--- config.mk ---
export PLATFORM = sky130hd
export DESIGN_NAME = sha256_stream_hasher
export DESIGN_NICKNAME = d
export VERILOG_FILES = /design/src/hw/rtl/sha256_pkg.sv /design/src/hw/rtl/sha256_stream_hasher.sv /design/src/hw/rtl/sha256_ram.sv
export SDC_FILE = /design/constraint.sdc
export NUM_CORES = 2
export LEC_CHECK = 0
export BUFFER_PORTS_ARGS = -buffer_cell sky130_fd_sc_hd__buf_4
export CORE_MARGIN = 2
export CORE_UTILIZATION = 31
export DETAILED_ROUTE_END_ITERATION = 10
export PLACE_DENSITY = 0.51
export SYNTH_ARGS = -nofsm -noshare
export SYNTH_HDL_FRONTEND = slang
export SYNTH_SLANG_ARGS = --single-unit
export TNS_END_PERCENT = 1
--- constraint.sdc ---
create_clock -name aclk -period 10.85 [get_ports aclk]
set_clock_uncertainty 0.05 [all_clocks]
set_input_delay 3.255 -clock aclk [delete_from_list [all_inputs] [get_ports aclk]]
set_output_delay 3.255 -clock aclk [all_outputs]
set_load 0.02 [all_outputs]
--- src/hw/rtl/sha256_pkg.sv ---
// SHA-256 constants and payload types shared across the hasher.
`default_nettype none
package sha256_pkg;

    typedef struct packed {
        logic       command;
        logic [7:0] data_byte;
    } in_item_t;

    typedef struct packed {
        logic [31:0] digest_word;
        logic [2:0]  word_index;
        logic        last_word;
    } out_item_t;

    localparam logic CMD_ABSORB = 1'b0;
    localparam logic CMD_FINISH = 1'b1;

    localparam int BLOCK_BYTES = 64;
    localparam int PAD_LEN_POS = 56;

    function automatic logic [31:0] round_k(input logic [5:0] t);
        logic [31:0] k;
        begin
            unique case (t)
                6'd0: k = 32'h428a2f98; 6'd1: k = 32'h71374491;
                6'd2: k = 32'hb5c0fbcf; 6'd3: k = 32'he9b5dba5;
                6'd4: k = 32'h3956c25b; 6'd5: k = 32'h59f111f1;
                6'd6: k = 32'h923f82a4; 6'd7: k = 32'hab1c5ed5;
                6'd8: k = 32'hd807aa98; 6'd9: k = 32'h12835b01;
                6'd10: k = 32'h243185be; 6'd11: k = 32'h550c7dc3;
                6'd12: k = 32'h72be5d74; 6'd13: k = 32'h80deb1fe;
                6'd14: k = 32'h9bdc06a7; 6'd15: k = 32'hc19bf174;
                6'd16: k = 32'he49b69c1; 6'd17: k = 32'hefbe4786;
                6'd18: k = 32'h0fc19dc6; 6'd19: k = 32'h240ca1cc;
                6'd20: k = 32'h2de92c6f; 6'd21: k = 32'h4a7484aa;
                6'd22: k = 32'h5cb0a9dc; 6'd23: k = 32'h76f988da;
                6'd24: k = 32'h983e5152; 6'd25: k = 32'ha831c66d;
                6'd26: k = 32'hb00327c8; 6'd27: k = 32'hbf597fc7;
                6'd28: k = 32'hc6e00bf3; 6'd29: k = 32'hd5a79147;
                6'd30: k = 32'h06ca6351; 6'd31: k = 32'h14292967;
                6'd32: k = 32'h27b70a85; 6'd33: k = 32'h2e1b2138;
                6'd34: k = 32'h4d2c6dfc; 6'd35: k = 32'h53380d13;
                6'd36: k = 32'h650a7354; 6'd37: k = 32'h766a0abb;
                6'd38: k = 32'h81c2c92e; 6'd39: k = 32'h92722c85;
                6'd40: k = 32'ha2bfe8a1; 6'd41: k = 32'ha81a664b;
                6'd42: k = 32'hc24b8b70; 6'd43: k = 32'hc76c51a3;
                6'd44: k = 32'hd192e819; 6'd45: k = 32'hd6990624;
                6'd46: k = 32'hf40e3585; 6'd47: k = 32'h106aa070;
                6'd48: k = 32'h19a4c116; 6'd49: k = 32'h1e376c08;
                6'd50: k = 32'h2748774c; 6'd51: k = 32'h34b0bcb5;
                6'd52: k = 32'h391c0cb3; 6'd53: k = 32'h4ed8aa4a;
                6'd54: k = 32'h5b9cca4f; 6'd55: k = 32'h682e6ff3;
                6'd56: k = 32'h748f82ee; 6'd57: k = 32'h78a5636f;
                6'd58: k = 32'h84c87814; 6'd59: k = 32'h8cc70208;
                6'd60: k = 32'h90befffa; 6'd61: k = 32'ha4506ceb;
                6'd62: k = 32'hbef9a3f7; default: k = 32'hc67178f2;
            endcase
            return k;
        end
    endfunction

    function automatic logic [31:0] init_hash(input logic [2:0] i);
        logic [31:0] h;
        begin
            unique case (i)
                3'd0: h = 32'h6a09e667; 3'd1: h = 32'hbb67ae85;
                3'd2: h = 32'h3c6ef372; 3'd3: h = 32'ha54ff53a;
                3'd4: h = 32'h510e527f; 3'd5: h = 32'h9b05688c;
                3'd6: h = 32'h1f83d9ab; default: h = 32'h5be0cd19;
            endcase
            return h;
        end
    endfunction

    function automatic logic [31:0] rotr(input logic [31:0] x, input int n);
        return (x >> n) | (x << (32 - n));
    endfunction

endpackage
`default_nettype wire

--- src/hw/rtl/sha256_stream_hasher.sv ---
// Top level: byte-streaming SHA-256 hasher with buffer, schedule and round engine.
`default_nettype none
// Takes one message byte per transfer (command absorb) and, on a finish
// command, pads the message and returns the eight digest words as eight
// result transfers, index 0 first, then starts over for the next message.
// The 64th byte of a block starts a compression that holds off input: the
// block is loaded as 16 words from the byte buffer, the working variables
// are fetched from the hash memory, 64 rounds run (one round per cycle,
// schedule words kept in a 16-word shift line), and the results are added
// into the hash memory. A finish writes the padding bytes one per cycle (64
// minus the fill count), runs one compression, or two with another 64-byte
// padding block when 56 or more bytes are buffered, then reads out each
// digest word, waiting on any result stall.
module sha256_stream_hasher (
    input  wire logic                  aclk,
    input  wire logic                  aresetn,
    input  wire logic                  s_valid,
    output logic                       s_ready,
    input  wire sha256_pkg::in_item_t  s_data,
    output logic                       m_valid,
    input  wire logic                  m_ready,
    output sha256_pkg::out_item_t      m_data
);
    localparam logic [3:0] ST_IDLE  = 4'd0;
    localparam logic [3:0] ST_PAD   = 4'd1;
    localparam logic [3:0] ST_LOAD  = 4'd2;
    localparam logic [3:0] ST_HINIT = 4'd3;
    localparam logic [3:0] ST_ROUND = 4'd4;
    localparam logic [3:0] ST_ADD   = 4'd5;
    localparam logic [3:0] ST_OUT   = 4'd6;
    localparam logic [3:0] ST_RESET = 4'd7;

    logic [3:0]  state_reg, state_next;
    logic [5:0]  fill_reg, fill_next;
    logic [63:0] bits_reg, bits_next;
    logic [63:0] len_reg, len_next;
    logic        fin_reg, fin_next;      // finishing a message
    logic        second_reg, second_next; // padding needs an extra block
    logic [6:0]  cnt_reg, cnt_next;
    logic [31:0] word_reg, word_next;
    logic [31:0] v_reg [8];
    logic [31:0] v_next [8];
    logic        m_valid_reg, m_valid_next;
    sha256_pkg::out_item_t m_data_reg, m_data_next;
    logic        hinit_reg, hinit_next;   // hash memory holds init values

    // byte buffer
    logic       bb_we;
    logic [5:0] bb_wa, bb_ra;
    logic [7:0] bb_wd, bb_rd;
    sha256_ram #(.WIDTH(8), .DEPTH(64)) u_buf (
        .aclk(aclk), .wr_en(bb_we), .wr_addr(bb_wa), .wr_data(bb_wd),
        .rd_addr(bb_ra), .rd_data(bb_rd)
    );

    // hash words
    logic        h_we;
    logic [2:0]  h_wa, h_ra;
    logic [31:0] h_wd, h_rd;
    sha256_ram #(.WIDTH(32), .DEPTH(8)) u_hash (
        .aclk(aclk), .wr_en(h_we), .wr_addr(h_wa), .wr_data(h_wd),
        .rd_addr(h_ra), .rd_data(h_rd)
    );

    // Schedule taps w[t-16], w[t-15], w[t-7], w[t-2] kept in a 16-deep shift
    // line, so each round needs no read port.
    logic [31:0] win_reg [16];
    logic [31:0] win_next [16];
    logic [31:0] s0, s1, wt, t1, t2, ch, maj, sig0, sig1;

    always_comb begin
        s0 = sha256_pkg::rotr(win_reg[1], 7) ^ sha256_pkg::rotr(win_reg[1], 18)
             ^ (win_reg[1] >> 3);
        s1 = sha256_pkg::rotr(win_reg[14], 17) ^ sha256_pkg::rotr(win_reg[14], 19)
             ^ (win_reg[14] >> 10);
        wt = (cnt_reg < 7'd16) ? win_reg[cnt_reg[3:0]]
                               : s1 + win_reg[9] + s0 + win_reg[0];
        sig1 = sha256_pkg::rotr(v_reg[4], 6) ^ sha256_pkg::rotr(v_reg[4], 11)
               ^ sha256_pkg::rotr(v_reg[4], 25);
        sig0 = sha256_pkg::rotr(v_reg[0], 2) ^ sha256_pkg::rotr(v_reg[0], 13)
               ^ sha256_pkg::rotr(v_reg[0], 22);
        ch  = (v_reg[4] & v_reg[5]) ^ (~v_reg[4] & v_reg[6]);
        maj = (v_reg[0] & v_reg[1]) ^ (v_reg[0] & v_reg[2]) ^ (v_reg[1] & v_reg[2]);
        t1 = v_reg[7] + sig1 + ch + sha256_pkg::round_k(cnt_reg[5:0]) + wt;
        t2 = sig0 + maj;
    end

    always_comb begin
        logic [63:0] len_now;
        logic [7:0]  pad_byte;
        logic [5:0]  pidx;
        state_next = state_reg;
        fill_next = fill_reg;
        bits_next = bits_reg;
        len_next = len_reg;
        fin_next = fin_reg;
        second_next = second_reg;
        cnt_next = cnt_reg;
        word_next = word_reg;
        hinit_next = hinit_reg;
        m_valid_next = m_valid_reg;
        m_data_next = m_data_reg;
        for (int i = 0; i < 8; i++) v_next[i] = v_reg[i];
        for (int i = 0; i < 16; i++) win_next[i] = win_reg[i];
        s_ready = 1'b0;
        bb_we = 1'b0; bb_wa = fill_reg; bb_wd = s_data.data_byte;
        bb_ra = 6'd0;
        h_we = 1'b0; h_wa = cnt_reg[2:0]; h_wd = 32'd0; h_ra = cnt_reg[2:0];
        len_now = bits_reg + {55'd0, fill_reg, 3'd0};
        pidx = cnt_reg[5:0];
        pad_byte = 8'h00;
        if (pidx >= 6'(sha256_pkg::PAD_LEN_POS) && !second_reg) begin
            pad_byte = len_reg[8'(63 - 8 * (pidx - 6'(sha256_pkg::PAD_LEN_POS))) -: 8];
        end else if (pidx == fill_reg && !(second_reg && fin_reg && cnt_reg[6])) begin
            pad_byte = 8'h80;
        end

        unique case (state_reg)
            ST_IDLE: begin
                s_ready = 1'b1;
                if (s_valid) begin
                    if (s_data.command == sha256_pkg::CMD_ABSORB) begin
                        bb_we = 1'b1;
                        fill_next = fill_reg + 6'd1;
                        if (fill_reg == 6'd63) begin
                            bits_next = bits_reg + 64'd512;
                            fin_next = 1'b0;
                            cnt_next = 7'd0;
                            state_next = ST_LOAD;
                        end
                    end else begin
                        len_next = len_now;
                        fin_next = 1'b1;
                        second_next = (fill_reg >= 6'(sha256_pkg::PAD_LEN_POS));
                        cnt_next = {1'b0, fill_reg};
                        state_next = ST_PAD;
                    end
                end
            end
            ST_PAD: begin
                // cnt walks from the fill point to 63; 0x80 at the fill point
                bb_we = 1'b1;
                bb_wa = cnt_reg[5:0];
                bb_wd = pad_byte;
                if (cnt_reg[5:0] == 6'd63) begin
                    cnt_next = 7'd0;
                    state_next = ST_LOAD;
                end else begin
                    cnt_next = cnt_reg + 7'd1;
                end
            end
            ST_LOAD: begin
                // read bytes 0..63, one per cycle; assemble on the next
                bb_ra = cnt_reg[5:0];
                if (cnt_reg != 7'd0) begin
                    word_next = {word_reg[23:0], bb_rd};
                    if (cnt_reg[1:0] == 2'd0) begin
                        win_next[cnt_reg[5:2] - 4'd1] = {word_reg[23:0], bb_rd};
                    end
                end
                if (cnt_reg == 7'd64) begin
                    cnt_next = 7'd0;
                    state_next = ST_HINIT;
                end else begin
                    cnt_next = cnt_reg + 7'd1;
                end
            end
            ST_HINIT: begin
                // fetch working variables from the hash memory
                h_ra = cnt_reg[2:0];
                if (cnt_reg != 7'd0) begin
                    v_next[cnt_reg[2:0] - 3'd1] = hinit_reg
                        ? sha256_pkg::init_hash(cnt_reg[2:0] - 3'd1) : h_rd;
                end
                if (cnt_reg == 7'd8) begin
                    cnt_next = 7'd0;
                    state_next = ST_ROUND;
                end else begin
                    cnt_next = cnt_reg + 7'd1;
                end
            end
            ST_ROUND: begin
                if (cnt_reg >= 7'd16) begin
                    for (int i = 0; i < 15; i++) win_next[i] = win_reg[i + 1];
                    win_next[15] = wt;
                end
                v_next[7] = v_reg[6]; v_next[6] = v_reg[5]; v_next[5] = v_reg[4];
                v_next[4] = v_reg[3] + t1;
                v_next[3] = v_reg[2]; v_next[2] = v_reg[1]; v_next[1] = v_reg[0];
                v_next[0] = t1 + t2;
                if (cnt_reg == 7'd63) begin
                    cnt_next = 7'd0;
                    state_next = ST_ADD;
                end else begin
                    cnt_next = cnt_reg + 7'd1;
                end
            end
            ST_ADD: begin
                // cnt 0..7 reads hash word, cnt 1..8 writes sum
                h_ra = cnt_reg[2:0];
                if (cnt_reg != 7'd0) begin
                    h_we = 1'b1;
                    h_wa = cnt_reg[2:0] - 3'd1;
                    h_wd = (hinit_reg ? sha256_pkg::init_hash(cnt_reg[2:0] - 3'd1) : h_rd)
                           + v_reg[cnt_reg[2:0] - 3'd1];
                end
                if (cnt_reg == 7'd8) begin
                    hinit_next = 1'b0;
                    cnt_next = 7'd0;
                    if (!fin_reg) begin
                        fill_next = 6'd0;
                        state_next = ST_IDLE;
                    end else if (second_reg) begin
                        second_next = 1'b0;
                        fill_next = 6'd0;
                        cnt_next = 7'd64; // marks the length-only block
                        state_next = ST_RESET;
                    end else begin
                        state_next = ST_OUT;
                    end
                end else begin
                    cnt_next = cnt_reg + 7'd1;
                end
            end
            ST_RESET: begin
                // zero-fill the second padding block, then append the length
                bb_we = 1'b1;
                bb_wa = cnt_reg[5:0];
                bb_wd = (cnt_reg[5:0] >= 6'(sha256_pkg::PAD_LEN_POS))
                    ? len_reg[8'(63 - 8 * (cnt_reg[5:0] - 6'(sha256_pkg::PAD_LEN_POS))) -: 8]
                    : 8'h00;
                if (cnt_reg[5:0] == 6'd63) begin
                    cnt_next = 7'd0;
                    state_next = ST_LOAD;
                end else begin
                    cnt_next = {1'b1, cnt_reg[5:0] + 6'd1};
                end
            end
            ST_OUT: begin
                // cnt 0 fetches word 0; later cycles emit when the slot is free
                h_ra = cnt_reg[2:0];
                if (m_valid_reg && m_ready) begin
                    m_valid_next = 1'b0;
                end
                if (cnt_reg[3] == 1'b0 && (!m_valid_reg || m_ready) && word_reg[0]) begin
                    m_valid_next = 1'b1;
                    m_data_next.digest_word = h_rd;
                    m_data_next.word_index = cnt_reg[2:0];
                    m_data_next.last_word = (cnt_reg[2:0] == 3'd7);
                    word_next = 32'd0;
                    cnt_next = cnt_reg + 7'd1;
                end else if (cnt_reg[3] == 1'b0) begin
                    word_next = 32'd1; // read data valid next cycle
                end
                if (cnt_reg[3] && (!m_valid_reg || m_ready)) begin
                    hinit_next = 1'b1;
                    bits_next = 64'd0;
                    fill_next = 6'd0;
                    fin_next = 1'b0;
                    cnt_next = 7'd0;
                    state_next = ST_IDLE;
                end
            end
            default: begin
                state_next = ST_IDLE;
            end
        endcase
        if (state_reg != ST_OUT && m_valid_reg && m_ready) begin
            m_valid_next = 1'b0;
        end
    end

    assign m_valid = m_valid_reg;
    assign m_data = m_data_reg;

    always_ff @(posedge aclk) begin
        if (!aresetn) begin
            state_reg <= ST_IDLE;
            fill_reg <= 6'd0;
            bits_reg <= 64'd0;
            fin_reg <= 1'b0;
            second_reg <= 1'b0;
            cnt_reg <= 7'd0;
            hinit_reg <= 1'b1;
            m_valid_reg <= 1'b0;
            word_reg <= 32'd0;
        end else begin
            state_reg <= state_next;
            fill_reg <= fill_next;
            bits_reg <= bits_next;
            fin_reg <= fin_next;
            second_reg <= second_next;
            cnt_reg <= cnt_next;
            hinit_reg <= hinit_next;
            m_valid_reg <= m_valid_next;
            word_reg <= word_next;
        end
        len_reg <= len_next;
        m_data_reg <= m_data_next;
        for (int i = 0; i < 8; i++) v_reg[i] <= v_next[i];
        for (int i = 0; i < 16; i++) win_reg[i] <= win_next[i];
    end
endmodule
`default_nettype wire

--- src/hw/rtl/sha256_ram.sv ---
// Generic single-port-write, single-port-read RAM with registered read.
`default_nettype none
module sha256_ram #(
    parameter int WIDTH = 8,
    parameter int DEPTH = 64
) (
    input  wire logic                     aclk,
    input  wire logic                     wr_en,
    input  wire logic [$clog2(DEPTH)-1:0] wr_addr,
    input  wire logic [WIDTH-1:0]         wr_data,
    input  wire logic [$clog2(DEPTH)-1:0] rd_addr,
    output logic      [WIDTH-1:0]         rd_data
);
    logic [WIDTH-1:0] mem [DEPTH];

    always_ff @(posedge aclk) begin
        if (wr_en) begin
            mem[wr_addr] <= wr_data;
        end
        rd_data <= mem[rd_addr];
    end
endmodule
`default_nettype wire

==> results.tsv <==
metric	value	unit
fill cell count	29653	
cells on worst reg2reg path	49	
root buf cell	clkbuf_16	
Design Area, Final	108000	um2
register area share after synthesis	55.5	%
pin count of the biggest net entering global routing	188	
Synth Warn #	0	
chip height	556	um
Layout Nets	8314	
Layout Utilization	35.8	%
Cells after Synth	7892	
R2R Setup Slk	0.20	ns
post-synth cell types	96	
vias per std cell	5.64	
vias in the first global route	66018	
Critical Path End	v_reg[0][29]	
largest family of logic cells by synthesized area	compound AO/OA/AOI/OAI gates	
Setup CP Type	register to register	
final setup TNS	0	ns
Max Cap Viol	0	
Tmin final	10.65	ns
gr usage total	21.6	%
area of the multi-input gates	39300	um2
Simple-Gate Fraction of Synth Area	8.29	%
post-route ant nets	0	
mux share of post-synthesis cell area	8.57	%
area share of xor/xnor cells in the synthesized design	4.13	%
I/O pin count	51	
register area	52600	um2
IO Port Bufs	50	
Vias	68122	
adder and majority cell fraction of the synthesized area	6.51	%
initial core utilization	31.2	%
P&R area growth vs syn	14.7	%
hold crit path type	register to register	
Fin. Hold Viols	0	
critical path peak fanout	3	
Clock Tree Buf Depth	4	
Slew Viols, Final	0	
commonest non-fill, non-tap cell in the layout	edfxtp_1	
clock latency on the worst-skew pair	0.94	ns
RD Place Congestion	0.969	
EDFF count, synth	1633	
Post-Synthesis Net Count	8281	
slew margin rel.	7.03	%
Worst VDD drop	498	uV
complex-gate fraction of the synthesized area	12.9	%
Cell Rows	202	
First DRT Iteration DRCs	8720	
mapped cell area	94600	um2
Tot Pwr	0.0341	W
Worst Setup End Kind	register	
CTS tree	yes	
cell area after placement	101000	um2
top-area cell type share of the netlist area	51.8	%
1st-pass router iterations	7	
first-pass GRT wire length	489000	um
RSZ-0062 raised after global routing	true	
initial antenna violation count	22	
hold path startpoint	bits_reg[11]	
drt drc	0	
Wirelength per Cell	28.4	um
Post-synth top flop	edfxtp_1	
gr ovfl total	0	
fmax	0.0939	GHz
count of final setup violators	0	
hpwl dp	234000	um
syn avg cell area	12.0	um2
H-tree Lvls	4	
worst-margin pin slew	1.38	ns
Clock transition at path regs	0.07	ns
status	finished clean	
Critical-path top delay cell	fa_1	
CP max stage delay	0.57	ns
Setup WS post-layout	0.199	ns
total routed wirelength	343000	um
asr flop ratio synth	0	%
Die W	556	um
Critical Path Source	win_reg[14][18]	
pre-CTS WS	-0.478	ns
arrival time worst endpoint	11.14	ns
CP dominant cell by count	fa_1	
leakage power	37.8	nW
leading post-synthesis cells by cell area	edfxtp_1 (52%), mux4_2 (7.2%), o21ai_0 (4.1%)	
Worst R2R End	v_reg[0][29]	
Worst setup SP type	register	
leading area contributor after synthesis	edfxtp_1	
period utilisation layout	98.2	%
placeable core area	303000	um2
Required @ worst endpoint	11.34	ns
Pwr per Cell Area	315	nW/um2
flops & latches, synth	1808	
TritonCTS buffer count	208	
DIE AREA	310000	um2
share of cells above drive strength 1	15.5	%
clk sink count	1808	
most frequent cells in the layout	edfxtp_1 (1633), nand2_1 (1021), o21ai_0 (752)	
RR Startpoint	win_reg[14][18]	
-- cell usage after synthesis (9+ instances only) --
| cell type | number |
|---|---|
| edfxtp_1 | 1633 |
| nand2_1 | 1033 |
| o21ai_0 | 775 |
| clkbuf_1 | 503 |
| nor2_1 | 414 |
| inv_1 | 408 |
| a21oi_1 | 340 |
| mux4_2 | 303 |
| xnor2_1 | 281 |
| fa_1 | 188 |
| ha_1 | 188 |
| dfxtp_1 | 175 |
| xor2_1 | 162 |
| o22ai_1 | 159 |
| mux2i_1 | 121 |
| a21o_1 | 116 |
| a22o_1 | 107 |
| nor3_1 | 91 |
| nand3_1 | 80 |
| o221ai_1 | 73 |
| buf_1 | 56 |
| o211ai_1 | 52 |
| a22oi_1 | 51 |
| a211oi_1 | 39 |
| nand2b_1 | 37 |
| and3_1 | 32 |
| buf_2 | 31 |
| a31oi_1 | 29 |
| or3_1 | 29 |
| o21ai_1 | 27 |
| nand4_1 | 26 |
| o21a_1 | 23 |
| and2_1 | 22 |
| nor2b_1 | 21 |
| a221oi_1 | 19 |
| nor4_1 | 18 |
| o21bai_1 | 16 |
| o31ai_1 | 16 |
| a311oi_1 | 13 |
| o22a_1 | 11 |
| a21boi_0 | 9 |
| and4_1 | 9 |
| nor3b_1 | 9 |
| o41ai_1 | 9 |
-- how the worst min path moves through the flow --
stage                  end  slack (ns)  cells after the start
6_report       len_reg[11]        0.41                      0
2_1_floorplan   m_data[18]        0.35                      0
3_3_place_gp    m_data[29]        0.39                      0
4_1_cts        len_reg[11]        0.41                      0
5_1_grt         m_data[20]        0.43                      0
3_5_place_dp    m_data[29]        0.40                      0
-- area by class of cell --
cell class	instances	share of cell area [%]
Sequential cell	1808	48.5
Antenna cell	8	0.0185
Inverter	413	1.43
Clock inverter	122	1.25
Clock buffer	257	5.08
Tap cell	3978	4.59
Multi-Input combinational cell	5077	36.2
Timing Repair Buffer	417	2.95
-- through the flow --
step                      hold WS (ns)  instances
after CTS                        0.411      12057
after floorplan                  0.353       7892
after detailed placement         0.401      11676
final                            0.408      12080
after global routing             0.427      12074
after global placement           0.388      11676
-- worst max-delay path: cells and delay by family, from the launching register on --
kind | cells | cell delay [ns]
compound gates | 23 | 3.79
xor+xnor | 5 | 0.90
fa+ha+maj | 10 | 3.97
buf+inv | 8 | 0.80
flops | 1 | 0.46
mux | 1 | 0.16
simple gates | 2 | 0.14
-- where the power goes --
part | switching (W) | internal (W) | total [W]
clock | 0.00299 | 0.00419 | 0.00717
sequential | 0.000149 | 0.00774 | 0.00789
combinational | 0.0108 | 0.00826 | 0.0191
total | 0.0139 | 0.0202 | 0.0341
-- layer usage --
| layer | wire (um) | track usage [%] |
|---|---|---|
| met1 | 152000 | 31.4 |
| met2 | 153000 | 33.0 |
| met3 | 26900 | 3.17 |
| met4 | 11800 | 6.85 |
| met5 | 23 | 0 |
-- cell families after synthesis --
group / Yosys count
adders and majority gates: 380
AOI/OAI and AO/OA: 1970
DFF: 1808
xor gates and xnor gates: 444
muxes: 430
buffers and inverters: 1007
and+or+nand+nor: 1853
-- repair_timing --
item                                    in CTS  in global routing
pin swaps                                   10                 63
setup buffers                                2                 13
hold buffers                                 0                  0
resized for setup                           15                 84
cloned                                       0                  0
endpoints found under the setup margin      11                 17
Power figures use the tool's default switching activity.
